--- src/rtl/core/rcfe_pkg.sv ---
// shared types and codes for the command frame exchange block
// used by every module of the block; no dependencies
`default_nettype none

package rcfe_pkg;

  localparam logic [10:0] MAX_PAYLOAD = 11'd1024;
  localparam logic [10:0] HDR_LEN     = 11'd8;
  localparam logic [7:0]  SYNC_TX     = 8'haa;
  localparam logic [7:0]  SYNC_RX     = 8'hbb;
  localparam logic [7:0]  SEQ_TOP     = 8'd254;
  localparam int unsigned QDEPTH      = 4;
  localparam int unsigned QAW         = $clog2(QDEPTH);
  localparam int unsigned HEAD_N      = 6;

  // input operations
  localparam logic [2:0] OP_BEGIN   = 3'd0;
  localparam logic [2:0] OP_PAYLOAD = 3'd1;
  localparam logic [2:0] OP_RXBYTE  = 3'd2;
  localparam logic [2:0] OP_RXIDLE  = 3'd3;
  localparam logic [2:0] OP_TIMEOUT = 3'd4;

  // result kinds
  localparam logic KIND_TX     = 1'b0;
  localparam logic KIND_STATUS = 1'b1;

  // transaction status codes
  localparam logic [2:0] ST_OK       = 3'd0;
  localparam logic [2:0] ST_NO_REPLY = 3'd1;
  localparam logic [2:0] ST_DST      = 3'd2;
  localparam logic [2:0] ST_SRC      = 3'd3;
  localparam logic [2:0] ST_LENGTH   = 3'd4;
  localparam logic [2:0] ST_SEQ      = 3'd5;
  localparam logic [2:0] ST_HEADER   = 3'd6;

  // job types passed from front to back
  localparam logic [1:0] JOB_BEGIN   = 2'd0;
  localparam logic [1:0] JOB_PAYLOAD = 2'd1;
  localparam logic [1:0] JOB_STATUS  = 2'd2;

  typedef struct packed {
    logic [1:0]  jtype;
    logic [7:0]  seq;
    logic [10:0] flen;
    logic [7:0]  src;
    logic [7:0]  dst;
    logic [7:0]  cmd;
    logic        more;
    logic [7:0]  data;
    logic        fin;
    logic [2:0]  st;
  } rcfe_job_t;

endpackage

`default_nettype wire

--- src/rtl/core/rcfe_front.sv ---
// front end: accepts items, tracks transaction phase and reply, issues jobs
// depends on rcfe_pkg
`default_nettype none

module rcfe_front
  import rcfe_pkg::*;
(
  input  wire logic        clk,
  input  wire logic        rst_n,
  input  wire logic        in_valid,
  output logic             in_ready,
  input  wire logic [2:0]  in_op,
  input  wire logic [7:0]  in_command,
  input  wire logic [10:0] in_payload_length,
  input  wire logic [7:0]  in_data_byte,
  input  wire logic [7:0]  src_addr,
  input  wire logic [7:0]  dst_addr,
  input  wire logic [7:0]  pl_cmd,
  input  wire logic        q_full,
  output logic             q_push,
  output rcfe_job_t        q_job
);

  localparam logic [1:0] PH_IDLE    = 2'd0;
  localparam logic [1:0] PH_PAYLOAD = 2'd1;
  localparam logic [1:0] PH_REPLY   = 2'd2;

  logic [1:0]  phase_r, phase_nxt;
  logic [7:0]  seq_cnt_r, seq_cnt_nxt;
  logic [7:0]  frame_seq_r, frame_seq_nxt;
  logic [10:0] remain_r, remain_nxt;
  logic [15:0] rx_cnt_r, rx_cnt_nxt;
  logic [7:0]  head_r [HEAD_N];
  logic        head_clr, head_we;

  logic        accept;
  logic [10:0] plen;
  logic [2:0]  verdict;
  logic [7:0]  seq_next;

  assign in_ready = !q_full;
  assign accept   = in_valid && in_ready;
  assign seq_next = (seq_cnt_r == SEQ_TOP) ? 8'd0 : seq_cnt_r + 8'd1;

  always_comb begin
    plen = (in_payload_length > MAX_PAYLOAD) ? MAX_PAYLOAD : in_payload_length;
    if (in_command != pl_cmd) begin
      plen = '0;
    end
  end

  // reply verdict, first failing check wins
  always_comb begin
    priority if (rx_cnt_r == 16'd0 || head_r[0] != SYNC_RX) begin
      verdict = ST_HEADER;
    end else if (head_r[1] != frame_seq_r) begin
      verdict = ST_SEQ;
    end else if (rx_cnt_r != {head_r[2], head_r[3]}) begin
      verdict = ST_LENGTH;
    end else if (head_r[4] != src_addr) begin
      verdict = ST_SRC;
    end else if (head_r[5] != dst_addr) begin
      verdict = ST_DST;
    end else begin
      verdict = ST_OK;
    end
  end

  always_comb begin
    phase_nxt     = phase_r;
    seq_cnt_nxt   = seq_cnt_r;
    frame_seq_nxt = frame_seq_r;
    remain_nxt    = remain_r;
    rx_cnt_nxt    = rx_cnt_r;
    head_clr      = 1'b0;
    head_we       = 1'b0;
    q_push        = 1'b0;
    q_job         = '0;
    q_job.src     = src_addr;
    q_job.dst     = dst_addr;
    q_job.cmd     = in_command;
    q_job.data    = in_data_byte;
    q_job.seq     = seq_cnt_r + 8'd1;
    q_job.flen    = plen + HDR_LEN;
    q_job.more    = (plen != 11'd0);
    if (accept) begin
      unique case (in_op)
        OP_BEGIN: begin
          if (phase_r == PH_IDLE) begin
            q_push        = 1'b1;
            q_job.jtype   = JOB_BEGIN;
            frame_seq_nxt = seq_cnt_r + 8'd1;
            rx_cnt_nxt    = '0;
            head_clr      = 1'b1;
            remain_nxt    = plen;
            phase_nxt     = (plen != 11'd0) ? PH_PAYLOAD : PH_REPLY;
          end
        end
        OP_PAYLOAD: begin
          if (phase_r == PH_PAYLOAD) begin
            q_push      = 1'b1;
            q_job.jtype = JOB_PAYLOAD;
            q_job.fin   = (remain_r <= 11'd1);
            remain_nxt  = (remain_r != 11'd0) ? remain_r - 11'd1 : 11'd0;
            if (remain_r <= 11'd1) begin
              phase_nxt = PH_REPLY;
            end
          end
        end
        OP_RXBYTE: begin
          if (phase_r == PH_REPLY && !(rx_cnt_r == 16'd0 && in_data_byte != SYNC_RX)) begin
            head_we = (rx_cnt_r < 16'(HEAD_N));
            if (rx_cnt_r != 16'hffff) begin
              rx_cnt_nxt = rx_cnt_r + 16'd1;
            end
          end
        end
        OP_RXIDLE, OP_TIMEOUT: begin
          if (phase_r == PH_REPLY) begin
            q_push      = 1'b1;
            q_job.jtype = JOB_STATUS;
            q_job.st    = (in_op == OP_TIMEOUT) ? ST_NO_REPLY : verdict;
            seq_cnt_nxt = seq_next;
            phase_nxt   = PH_IDLE;
          end
        end
        default: begin
        end
      endcase
    end
  end

  always_ff @(posedge clk) begin
    if (!rst_n) begin
      phase_r     <= PH_IDLE;
      seq_cnt_r   <= '0;
      frame_seq_r <= '0;
      remain_r    <= '0;
      rx_cnt_r    <= '0;
    end else begin
      phase_r     <= phase_nxt;
      seq_cnt_r   <= seq_cnt_nxt;
      frame_seq_r <= frame_seq_nxt;
      remain_r    <= remain_nxt;
      rx_cnt_r    <= rx_cnt_nxt;
    end
  end

  // first six reply bytes
  always_ff @(posedge clk) begin
    if (!rst_n || head_clr) begin
      for (int i = 0; i < HEAD_N; i++) begin
        head_r[i] <= '0;
      end
    end else if (head_we) begin
      head_r[rx_cnt_r[2:0]] <= in_data_byte;
    end
  end

  a_phase_legal: assert property (@(posedge clk) disable iff (!rst_n)
    phase_r != 2'd3) else $error("front phase register holds an unused code");

  a_seq_range: assert property (@(posedge clk) disable iff (!rst_n)
    seq_cnt_r <= SEQ_TOP) else $error("sequence counter out of range");

  a_payload_rem: assert property (@(posedge clk) disable iff (!rst_n)
    phase_r == PH_PAYLOAD |-> remain_r != 11'd0)
    else $error("payload phase with nothing left to send");

endmodule

`default_nettype wire

--- src/rtl/core/rcfe_queue.sv ---
// short job queue between front end and byte sequencer
// depends on rcfe_pkg
`default_nettype none

module rcfe_queue
  import rcfe_pkg::*;
(
  input  wire logic      clk,
  input  wire logic      rst_n,
  input  wire logic      push,
  input  wire rcfe_job_t push_job,
  input  wire logic      pop,
  output logic           full,
  output logic           not_empty,
  output rcfe_job_t      head_job
);

  rcfe_job_t        mem_r [QDEPTH];
  logic [QAW-1:0]   wr_ptr_r, rd_ptr_r;
  logic [QAW:0]     cnt_r;
  logic             do_pop;

  assign full      = (cnt_r == (QAW+1)'(QDEPTH));
  assign not_empty = (cnt_r != '0);
  assign head_job  = mem_r[rd_ptr_r];
  assign do_pop    = pop && not_empty;

  always_ff @(posedge clk) begin
    if (push) begin
      mem_r[wr_ptr_r] <= push_job;
    end
  end

  always_ff @(posedge clk) begin
    if (!rst_n) begin
      wr_ptr_r <= '0;
      rd_ptr_r <= '0;
      cnt_r    <= '0;
    end else begin
      if (push) begin
        wr_ptr_r <= wr_ptr_r + QAW'(1);
      end
      if (do_pop) begin
        rd_ptr_r <= rd_ptr_r + QAW'(1);
      end
      cnt_r <= cnt_r + (QAW+1)'(push) - (QAW+1)'(do_pop);
    end
  end

  a_no_overflow: assert property (@(posedge clk) disable iff (!rst_n)
    !(push && full)) else $error("job pushed into a full queue");

endmodule

`default_nettype wire

--- src/rtl/core/rcfe_back.sv ---
// byte sequencer: expands jobs into transmit bytes, checksum and status results
// depends on rcfe_pkg
`default_nettype none

module rcfe_back
  import rcfe_pkg::*;
(
  input  wire logic        clk,
  input  wire logic        rst_n,
  input  wire logic        job_valid,
  input  wire rcfe_job_t   job,
  output logic             job_pop,
  output logic             out_valid,
  input  wire logic        out_ready,
  output logic             out_kind,
  output logic [7:0]       out_tx_byte,
  output logic [2:0]       out_status,
  output logic             out_last
);

  logic        out_valid_r;
  logic        kind_r;
  logic [7:0]  byte_r;
  logic [2:0]  st_r;
  logic        last_r;
  logic [2:0]  step_r;
  logic [7:0]  sum_r, sum_nxt;

  logic        load;
  logic        r_kind;
  logic [7:0]  r_byte;
  logic [2:0]  r_st;
  logic        r_last;
  logic        r_end;
  logic [15:0] total;

  assign load  = job_valid && (!out_valid_r || out_ready);
  assign total = {5'd0, job.flen};

  always_comb begin
    r_kind  = KIND_TX;
    r_byte  = '0;
    r_st    = ST_OK;
    r_last  = 1'b0;
    r_end   = 1'b0;
    sum_nxt = sum_r;
    unique case (job.jtype)
      JOB_BEGIN: begin
        unique case (step_r)
          3'd0: r_byte = SYNC_TX;
          3'd1: r_byte = job.seq;
          3'd2: r_byte = total[15:8];
          3'd3: r_byte = total[7:0];
          3'd4: r_byte = job.src;
          3'd5: r_byte = job.dst;
          3'd6: r_byte = job.cmd;
          default: r_byte = sum_r;
        endcase
        if (step_r == 3'd0) begin
          sum_nxt = SYNC_TX;
        end else if (step_r != 3'd7) begin
          sum_nxt = sum_r + r_byte;
        end
        // with payload the frame goes on in the later payload jobs
        r_end  = (step_r == 3'd7) || (step_r == 3'd6 && job.more);
        r_last = r_end;
      end
      JOB_PAYLOAD: begin
        if (step_r == 3'd0) begin
          r_byte  = job.data;
          sum_nxt = sum_r + job.data;
          r_end   = !job.fin;
        end else begin
          r_byte = sum_r;
          r_end  = 1'b1;
        end
        r_last = r_end;
      end
      JOB_STATUS: begin
        r_kind = KIND_STATUS;
        r_st   = job.st;
        r_last = 1'b1;
        r_end  = 1'b1;
      end
      default: begin
        r_end = 1'b1;
      end
    endcase
  end

  assign job_pop = load && r_end;

  always_ff @(posedge clk) begin
    if (!rst_n) begin
      out_valid_r <= 1'b0;
      step_r      <= '0;
      sum_r       <= '0;
    end else begin
      if (load) begin
        out_valid_r <= 1'b1;
        step_r      <= r_end ? 3'd0 : step_r + 3'd1;
        sum_r       <= sum_nxt;
      end else if (out_ready) begin
        out_valid_r <= 1'b0;
      end
    end
  end

  always_ff @(posedge clk) begin
    if (load) begin
      kind_r <= r_kind;
      byte_r <= r_byte;
      st_r   <= r_st;
      last_r <= r_last;
    end
  end

  assign out_valid   = out_valid_r;
  assign out_kind    = kind_r;
  assign out_tx_byte = byte_r;
  assign out_status  = st_r;
  assign out_last    = last_r;

  a_status_last: assert property (@(posedge clk) disable iff (!rst_n)
    out_valid_r && kind_r == KIND_STATUS |-> last_r && byte_r == 8'd0)
    else $error("status result not marked final");

  a_step_idle: assert property (@(posedge clk) disable iff (!rst_n)
    !job_valid |-> step_r == 3'd0) else $error("sequencer mid-job with no job");

endmodule

`default_nettype wire

--- src/rtl/core/rs485_command_frame_exchange.sv ---
// top level of the command frame exchange master: configuration registers,
// front end, job queue and byte sequencer; depends on rcfe_pkg and rcfe_* modules
`default_nettype none

// A begin item turns into a header of seven bytes, then either the checksum
// (eight results) or, when the command is the payload command and the payload
// length is not zero, one transmit byte per following payload item with the
// checksum after the last. Reply bytes give no result; reply idle or timeout
// gives one status result and closes the transaction. Items are taken every cycle
// while the four-entry job queue has room; results leave at one per cycle from the
// byte sequencer while out_ready is high; a begin item gives eight results, or
// seven with payload, a payload item one or two, a status one. Configuration is
// written through cfg_we, cfg_index and cfg_wdata; indexes 0, 1, 2 are source
// address, destination address and payload command, any other index is ignored.

module rs485_command_frame_exchange
  import rcfe_pkg::*;
(
  input  wire logic        clk,
  input  wire logic        rst_n,
  input  wire logic        cfg_we,
  input  wire logic [1:0]  cfg_index,
  input  wire logic [7:0]  cfg_wdata,
  input  wire logic        in_valid,
  output logic             in_ready,
  input  wire logic [2:0]  in_op,
  input  wire logic [7:0]  in_command,
  input  wire logic [10:0] in_payload_length,
  input  wire logic [7:0]  in_data_byte,
  output logic             out_valid,
  input  wire logic        out_ready,
  output logic             out_kind,
  output logic [7:0]       out_tx_byte,
  output logic [2:0]       out_status,
  output logic             out_last
);

  localparam logic [1:0] REG_SRC   = 2'd0;
  localparam logic [1:0] REG_DST   = 2'd1;
  localparam logic [1:0] REG_PLCMD = 2'd2;

  logic [7:0] src_r, dst_r, plcmd_r;

  logic       q_full, q_push, q_not_empty, q_pop;
  rcfe_job_t  push_job, head_job;

  always_ff @(posedge clk) begin
    if (!rst_n) begin
      src_r   <= 8'd1;
      dst_r   <= 8'd0;
      plcmd_r <= 8'd3;
    end else if (cfg_we) begin
      unique case (cfg_index)
        REG_SRC:   src_r   <= cfg_wdata;
        REG_DST:   dst_r   <= cfg_wdata;
        REG_PLCMD: plcmd_r <= cfg_wdata;
        default: begin
        end
      endcase
    end
  end

  rcfe_front u_front (
    .clk               (clk),
    .rst_n             (rst_n),
    .in_valid          (in_valid),
    .in_ready          (in_ready),
    .in_op             (in_op),
    .in_command        (in_command),
    .in_payload_length (in_payload_length),
    .in_data_byte      (in_data_byte),
    .src_addr          (src_r),
    .dst_addr          (dst_r),
    .pl_cmd            (plcmd_r),
    .q_full            (q_full),
    .q_push            (q_push),
    .q_job             (push_job)
  );

  rcfe_queue u_queue (
    .clk       (clk),
    .rst_n     (rst_n),
    .push      (q_push),
    .push_job  (push_job),
    .pop       (q_pop),
    .full      (q_full),
    .not_empty (q_not_empty),
    .head_job  (head_job)
  );

  rcfe_back u_back (
    .clk         (clk),
    .rst_n       (rst_n),
    .job_valid   (q_not_empty),
    .job         (head_job),
    .job_pop     (q_pop),
    .out_valid   (out_valid),
    .out_ready   (out_ready),
    .out_kind    (out_kind),
    .out_tx_byte (out_tx_byte),
    .out_status  (out_status),
    .out_last    (out_last)
  );

endmodule

`default_nettype wire
--- config.mk ---
export PLATFORM = sky130hd
export DESIGN_NAME = rs485_command_frame_exchange
export DESIGN_NICKNAME = d
export VERILOG_FILES = /design/src/rtl/core/rcfe_pkg.sv /design/src/rtl/core/rcfe_front.sv /design/src/rtl/core/rcfe_queue.sv /design/src/rtl/core/rcfe_back.sv /design/src/rtl/core/rs485_command_frame_exchange.sv
export SDC_FILE = /design/constraint.sdc
export NUM_CORES = 1
export LEC_CHECK = 0
export BUFFER_PORTS_ARGS = -buffer_cell sky130_fd_sc_hd__clkbuf_2
export CAP_MARGIN = 40
export CORE_MARGIN = 10
export CORE_UTILIZATION = 35
export CTS_BUF_LIST = sky130_fd_sc_hd__clkbuf_16
export DETAILED_ROUTE_END_ITERATION = 6
export PLACE_DENSITY = 0.61
export SYNTH_ARGS = -nofsm -noshare
export SYNTH_HDL_FRONTEND = slang
export SYNTH_SLANG_ARGS = --single-unit
--- constraint.sdc ---
create_clock -name clk -period 4.5 [get_ports clk]
set_clock_uncertainty 0.15 [all_clocks]
set_input_delay 0.45 -clock clk [delete_from_list [all_inputs] [get_ports clk]]
set_output_delay 0.45 -clock clk [all_outputs]
set_load 0.01 [all_outputs]
# ---- Word level (Yosys, flattened, before mapping)
# Memory sizes are Yosys's and may differ from the RTL's. A register that Yosys moved wholly into a read port is not among the register bits.
# Index checks and enable logic that the tools add are counted.
dict set report totals {
  ramBits 280
  input_bits 45
  mem_count 2
  output_inout_bits 15
  register_bits 101
  elab_cells 180
}
dict set report op_classes {
  n_mux 69
  eq_ne 36
  magnitude_cmp 3
  addsub 11
  reduce_logical 41
}
# name words width read_ports rd_clocked_by_memory_dff wr line_no
set mem_list {}
lappend mem_list {u_queue.mem_r 4 58 1 1 1 rcfe_queue.sv:18} ;# rcfe_job_t mem_r [QDEPTH];
lappend mem_list {u_front.head_r 6 8 6 0 6 rcfe_front.sv:33} ;# logic [7:0] head_r [HEAD_N];
# cell n
set ops {}
lappend ops {{$mux W8} 7}
lappend ops {{$pmux W8 S7} 1}
lappend ops {{$mux W11} 5}
lappend ops {{$mux W16} 3}
lappend ops {{$ne A8 B8 Y1} 4}
lappend ops {{$pmux W16 S2} 1}
lappend ops {{$pmux W8 S2} 2}
lappend ops {{$mux W3} 9}
lappend ops {{$mux W1} 24}
lappend ops {{$pmux W11 S2} 1}
lappend ops {{$reduce_bool A11 Y1} 2}
lappend ops {{$mux W2} 10}
lappend ops {{$eq A3 B3 Y1 const B} 6}
lappend ops {{$add A16 B1 Y16 const B} 1}
lappend ops {{$add A8 B8 Y8} 2}
lappend ops {{$logic_not A16 Y1} 1}
lappend ops {{$lt A16 B3 Y1 const B} 1}
lappend ops {{$ne A16 B16 Y1} 1}
lappend ops {{$ne A16 B16 Y1 const B} 1}
lappend ops {{$ne A8 B8 Y1 const B} 2}
lappend ops {{$ne A2 B1 Y1 const B} 7}
lappend ops {{$eq A3 B2 Y1 const B} 4}
lappend ops {{$add A11 B4 Y11 const B} 1}
lappend ops {{$gt A11 B11 Y1 const B} 1}
lappend ops {{32 further kinds} 63}

# ---- Logic depth before layout (Yosys ltp)
dict set report logic_depth {
  ltp_word 12
  depth_mapped 17
  mapped_depth_nobuf 14
}

# ---- Hierarchy
# A second synthesis with hierarchy kept.
dict set report hier_totals {
  hier_cells 1282
  area_unflattened_um2 17616.9
}
# module seq_area_each_um2 instances cells_each area_each_um2
set modules_own_cells {}
lappend modules_own_cells {rcfe_queue 7146.9 1 347 8866.0}
lappend modules_own_cells {rcfe_front 2342.2 1 589 5587.9}
lappend modules_own_cells {rcfe_back 630.6 1 254 2234.6}
lappend modules_own_cells {rs485_command_frame_exchange 480.5 1 92 928.4}

# ---- Worst setup path before layout
# No wires, ideal clock.
dict set report synth_timing {
  path_type {input to register}
  from {in in_op[2]}
  to {mem u_queue.mem_r[1][0] (netlist bit) (enable)}
  setup_time_ps 422
  setup_slack_ps 743
  required_ps 3928
  path_stages 5
  arrival_ps 3185
  n_path_buf 1
  cell_sequence {or3b_2 -> clkbuf_1 -> or3_1 -> a21oi_2 -> and2_1}
}
dict set report synth_via {
  elab_chain_cells 6
  word_cells_on_any_way 9
  classes_between {eq/ne (3); mux (4); reduce/logical (2)}
}
# item line_no
set synth_lines {}
lappend synth_lines {{start, declared} rs485_command_frame_exchange.sv:26} ;# input wire logic [2:0] in_op,
lappend synth_lines {{$eq A3 B2 Y1 / $eq A3 B3 Y1 (equally long branches)} rcfe_front.sv:87} ;# unique case (in_op)
lappend synth_lines {{$reduce_or A2 Y1} rcfe_front.sv:87}
lappend synth_lines {{$pmux W1 S3 (*)} rcfe_front.sv:87}
lappend synth_lines {{$mux W1 (*)} rcfe_front.sv:86} ;# if (accept) begin
lappend synth_lines {{named net q_push} rs485_command_frame_exchange.sv:44} ;# logic q_full, q_push, q_not_empty, q_pop;
lappend synth_lines {{$mux W1 (*)} rcfe_queue.sv:29} ;# if (push) begin
lappend synth_lines {{$mux W1 (implied by the code) (*)} rcfe_queue.sv:30} ;# mem_r[wr_ptr_r] <= push_job;
lappend synth_lines {{end, declared} rcfe_queue.sv:18}
# Mark *: on every way through the listed nets, which the timed path passes. The rest lies on a longest branch.

==> out/metrics.yaml <==
power_frac_clock_pct: 34.4
switching_share_pct: 29.01
drv_slew: 0
yosysTopAreaCell: "edfxtp_1"
h-tree-depth: 2
synth_flop_cell: "edfxtp_1"
worstPathRequired_ns: 4.75
grt-ovfl-total: 0
io_pins: 60
ys_types: 75
cellLeakagePower_nw: 6.798
gp_congestion: 0.8522
viasPerCell: 5.305
core_area_um2: 48050
port_buffers: 59
dp_hpwl_mm: 29.17
grt_pass1_wl_mm: 64.76
avgRoutedWirePerCell_um: 21.17
syn_area_um2: 17110
p_total_mw: 9.827
yosys_warnings: 0
startpoint_type: "flip-flop"
finalCritPeriodShare_pct: 89.10
netlist_instances: 1265
hold_buffers: 6
clock_sinks: 383
clk_latency_ns: 0.56
area_growth_pct: 14.38
yosysMostFrequentCell: "edfxtp_1"
hold_class: "in -> reg"
comb_power_share_pct: 22.8
synth_top_area_share_pct: 51.42
dieArea_um2: 58130
tns_ns: 0
clk_path_buf_depth: 3
yosys-top-cells-count: "293 x edfxtp_1, 147 x nor2_1, 90 x dfxtp_1"
vias: 10541
initial_utilization_pct: 35.61
clkTransAtPathRegs_ns: 0.06
pwr-share-seq_pct: 42.9
ant_nets: 0
fin_hold_ws_ns: 0.01006
tritoncts: "done"
fmax_ghz: 0.2494
antenna_found_initial: 1
arrival_ns: 4.26
root_buffer: "clkbuf_16"
wl_mm: 42.06
yosysSeqAreaShare_pct: 61.95
slew_headroom_pct: 40.27
route.detailed.drc: 0
yosys_register_bits: 383
fp-row-count: 80
critPathMaxFanout: 16
async_reset_ff_share_pct: 0
numCtsBuffers: 40
nets: 1421
endpoint_kind: "flip-flop"
synth_edf_count: 293
first_pass_iters: 7
tightestPinTransition_ns: 0.8835
timing_hold_violations_final: 0
die_h_um: 241.1
drtIter0Drc: 900
grt_util_all_layers_pct: 14.61
drive_gt1_share_pct: 16.11
die_width_um: 241.1
status: "complete, no violations"
p_switching_mw: 2.850
rsz0062_at_grt: "false"
critical_path_class: "reg -> reg"
syn_avg_cell_area_um2: 13.53
finalNonFillerCells: 1987
synth_nets: 1346
grt_pass1_vias: 10783
cts_setup_buffers: 0
powerDensity_nw_per_um2: 502.2
cap_violations: 0
grt_max_degree: 62
ir_drop_v: 0.0002557
dp_cells: 1907
setup_viol: 0
ctsResizeCount: 0
synth.area.top_cells: "edfxtp_1 51%, dfxtp_1 11%, mux4_2 7.1%, nor2_1 3.2%, xnor2_1 2.5%"
p_int_mw: 6.977
period_needed_ns: 4.009
num_antenna_cells: 0
critical path, stage by stage (launching register included):
cell and delay [ns]:
dfxtp_4 0.53, mux4_1 0.60, mux2_2 0.29, a222oi_1 0.44, a31oi_1 0.20, ha_1 0.26
fa_1 0.41, a21o_1 0.18, a21oi_1 0.22, o21ai_0 0.15, o31a_1 0.26, nand2_1 0.06
a31oi_1 0.08
area by class of cell:
cell class / count / area (um^2)
clock inverters: 33 / 304.0
repair buffers: 93 / 624.3
fillers: 4442 / 28480
multi-input cells: 792 / 6128
well taps: 615 / 769.5
clock buffers: 41 / 1026
flip-flops and latches: 383 / 10610
inverters: 30 / 112.6
per-stage QoR:
step                      setup WS (ns)  utilization, %  cell area [um^2]
after floorplan                  0.7428               -             17110
after global placement           0.5607           37.78             18150
after detailed placement         0.5398           37.84             18180
after CTS                        0.5053           40.73             19570
after global routing             0.1339           40.73             19570
final                            0.4907           40.73             19570
path summary, 6_finish.rpt:
path	startpoint	to	slack, ns	cells past startpoint
min	in_command[7]	u_queue.mem_r[0][20]	0.01	1
min reg2reg	u_back.out_valid	u_back.out_valid	0.34	2
max	flip-flop	u_back.sum_r[6]	0.49	12
max reg2reg	flip-flop	u_back.sum_r[6]	0.49	12
registers in the layout, summed over array words and instances, names as in the netlist, named ones only:
register	flops
plcmd_r	8
u_queue.rd_ptr_r	2
src_r	8
u_queue.cnt_r	3
u_back.out_status	3
u_back.out_tx_byte	8
u_back.step_r	3
u_back.out_kind	1
u_back.out_last	1
u_front.frame_seq_r	8
u_queue.mem_r	232
u_back.sum_r	8
u_front.seq_cnt_r	8
u_front.remain_r	11
u_front.phase_r	2
u_back.out_valid	1
u_front.rx_cnt_r	16
u_front.head_r	48
u_queue.wr_ptr_r	2
dst_r	8
kinds of logic after synthesis:
group                      share of synthesized area, %
DFF                                               61.95
muxes                                             9.733
AOI/OAI and AO/OA                                 6.896
adders and majority gates                         2.764
xor gates and xnor gates                          4.556
buffers and inverters                             2.311
and+or+nand+nor                                   11.79
cells in the final DEF, fill, tap and decap left out, types with 15 or more instances in the layout:
| cell type | count |
|---|---|
| a21oi_1 | 29 |
| a22oi_1 | 20 |
| and2_1 | 24 |
| and3_1 | 17 |
| buf_4 | 19 |
| clkbuf_16 | 41 |
| clkbuf_2 | 59 |
| dfxtp_1 | 88 |
| edfxtp_1 | 293 |
| ha_1 | 33 |
| inv_1 | 37 |
| mux2i_1 | 31 |
| mux4_2 | 54 |
| nand2_1 | 56 |
| nand2b_1 | 15 |
| nand3_1 | 20 |
| nand4_1 | 16 |
| nor2_1 | 147 |
| nor3_1 | 43 |
| nor4_1 | 16 |
| o21ai_0 | 32 |
| xnor2_1 | 49 |
| xor2_1 | 40 |
routing by layer:
metal  share of wire (%)  vias up  GRT usage, %
li1                    -     4934             -
met1                  43     5296         18.90
met2                  49      241         24.18
met3                 5.6       70         2.738
met4                 2.6        0         5.010
met5                   0        -             0
power groups by stage:
stage                     Combinational [mW]  Sequential (mW)  Clock, mW
after global routing                    2.46             4.24       3.59
after global placement                  2.23             4.29          0
after CTS                               2.27             4.22       3.46
after floorplan                         1.61             4.22          0
final                                   2.24             4.22       3.38
after detailed placement                2.25             4.29          0
No activity file was read; power rests on OpenSTA's default activity.
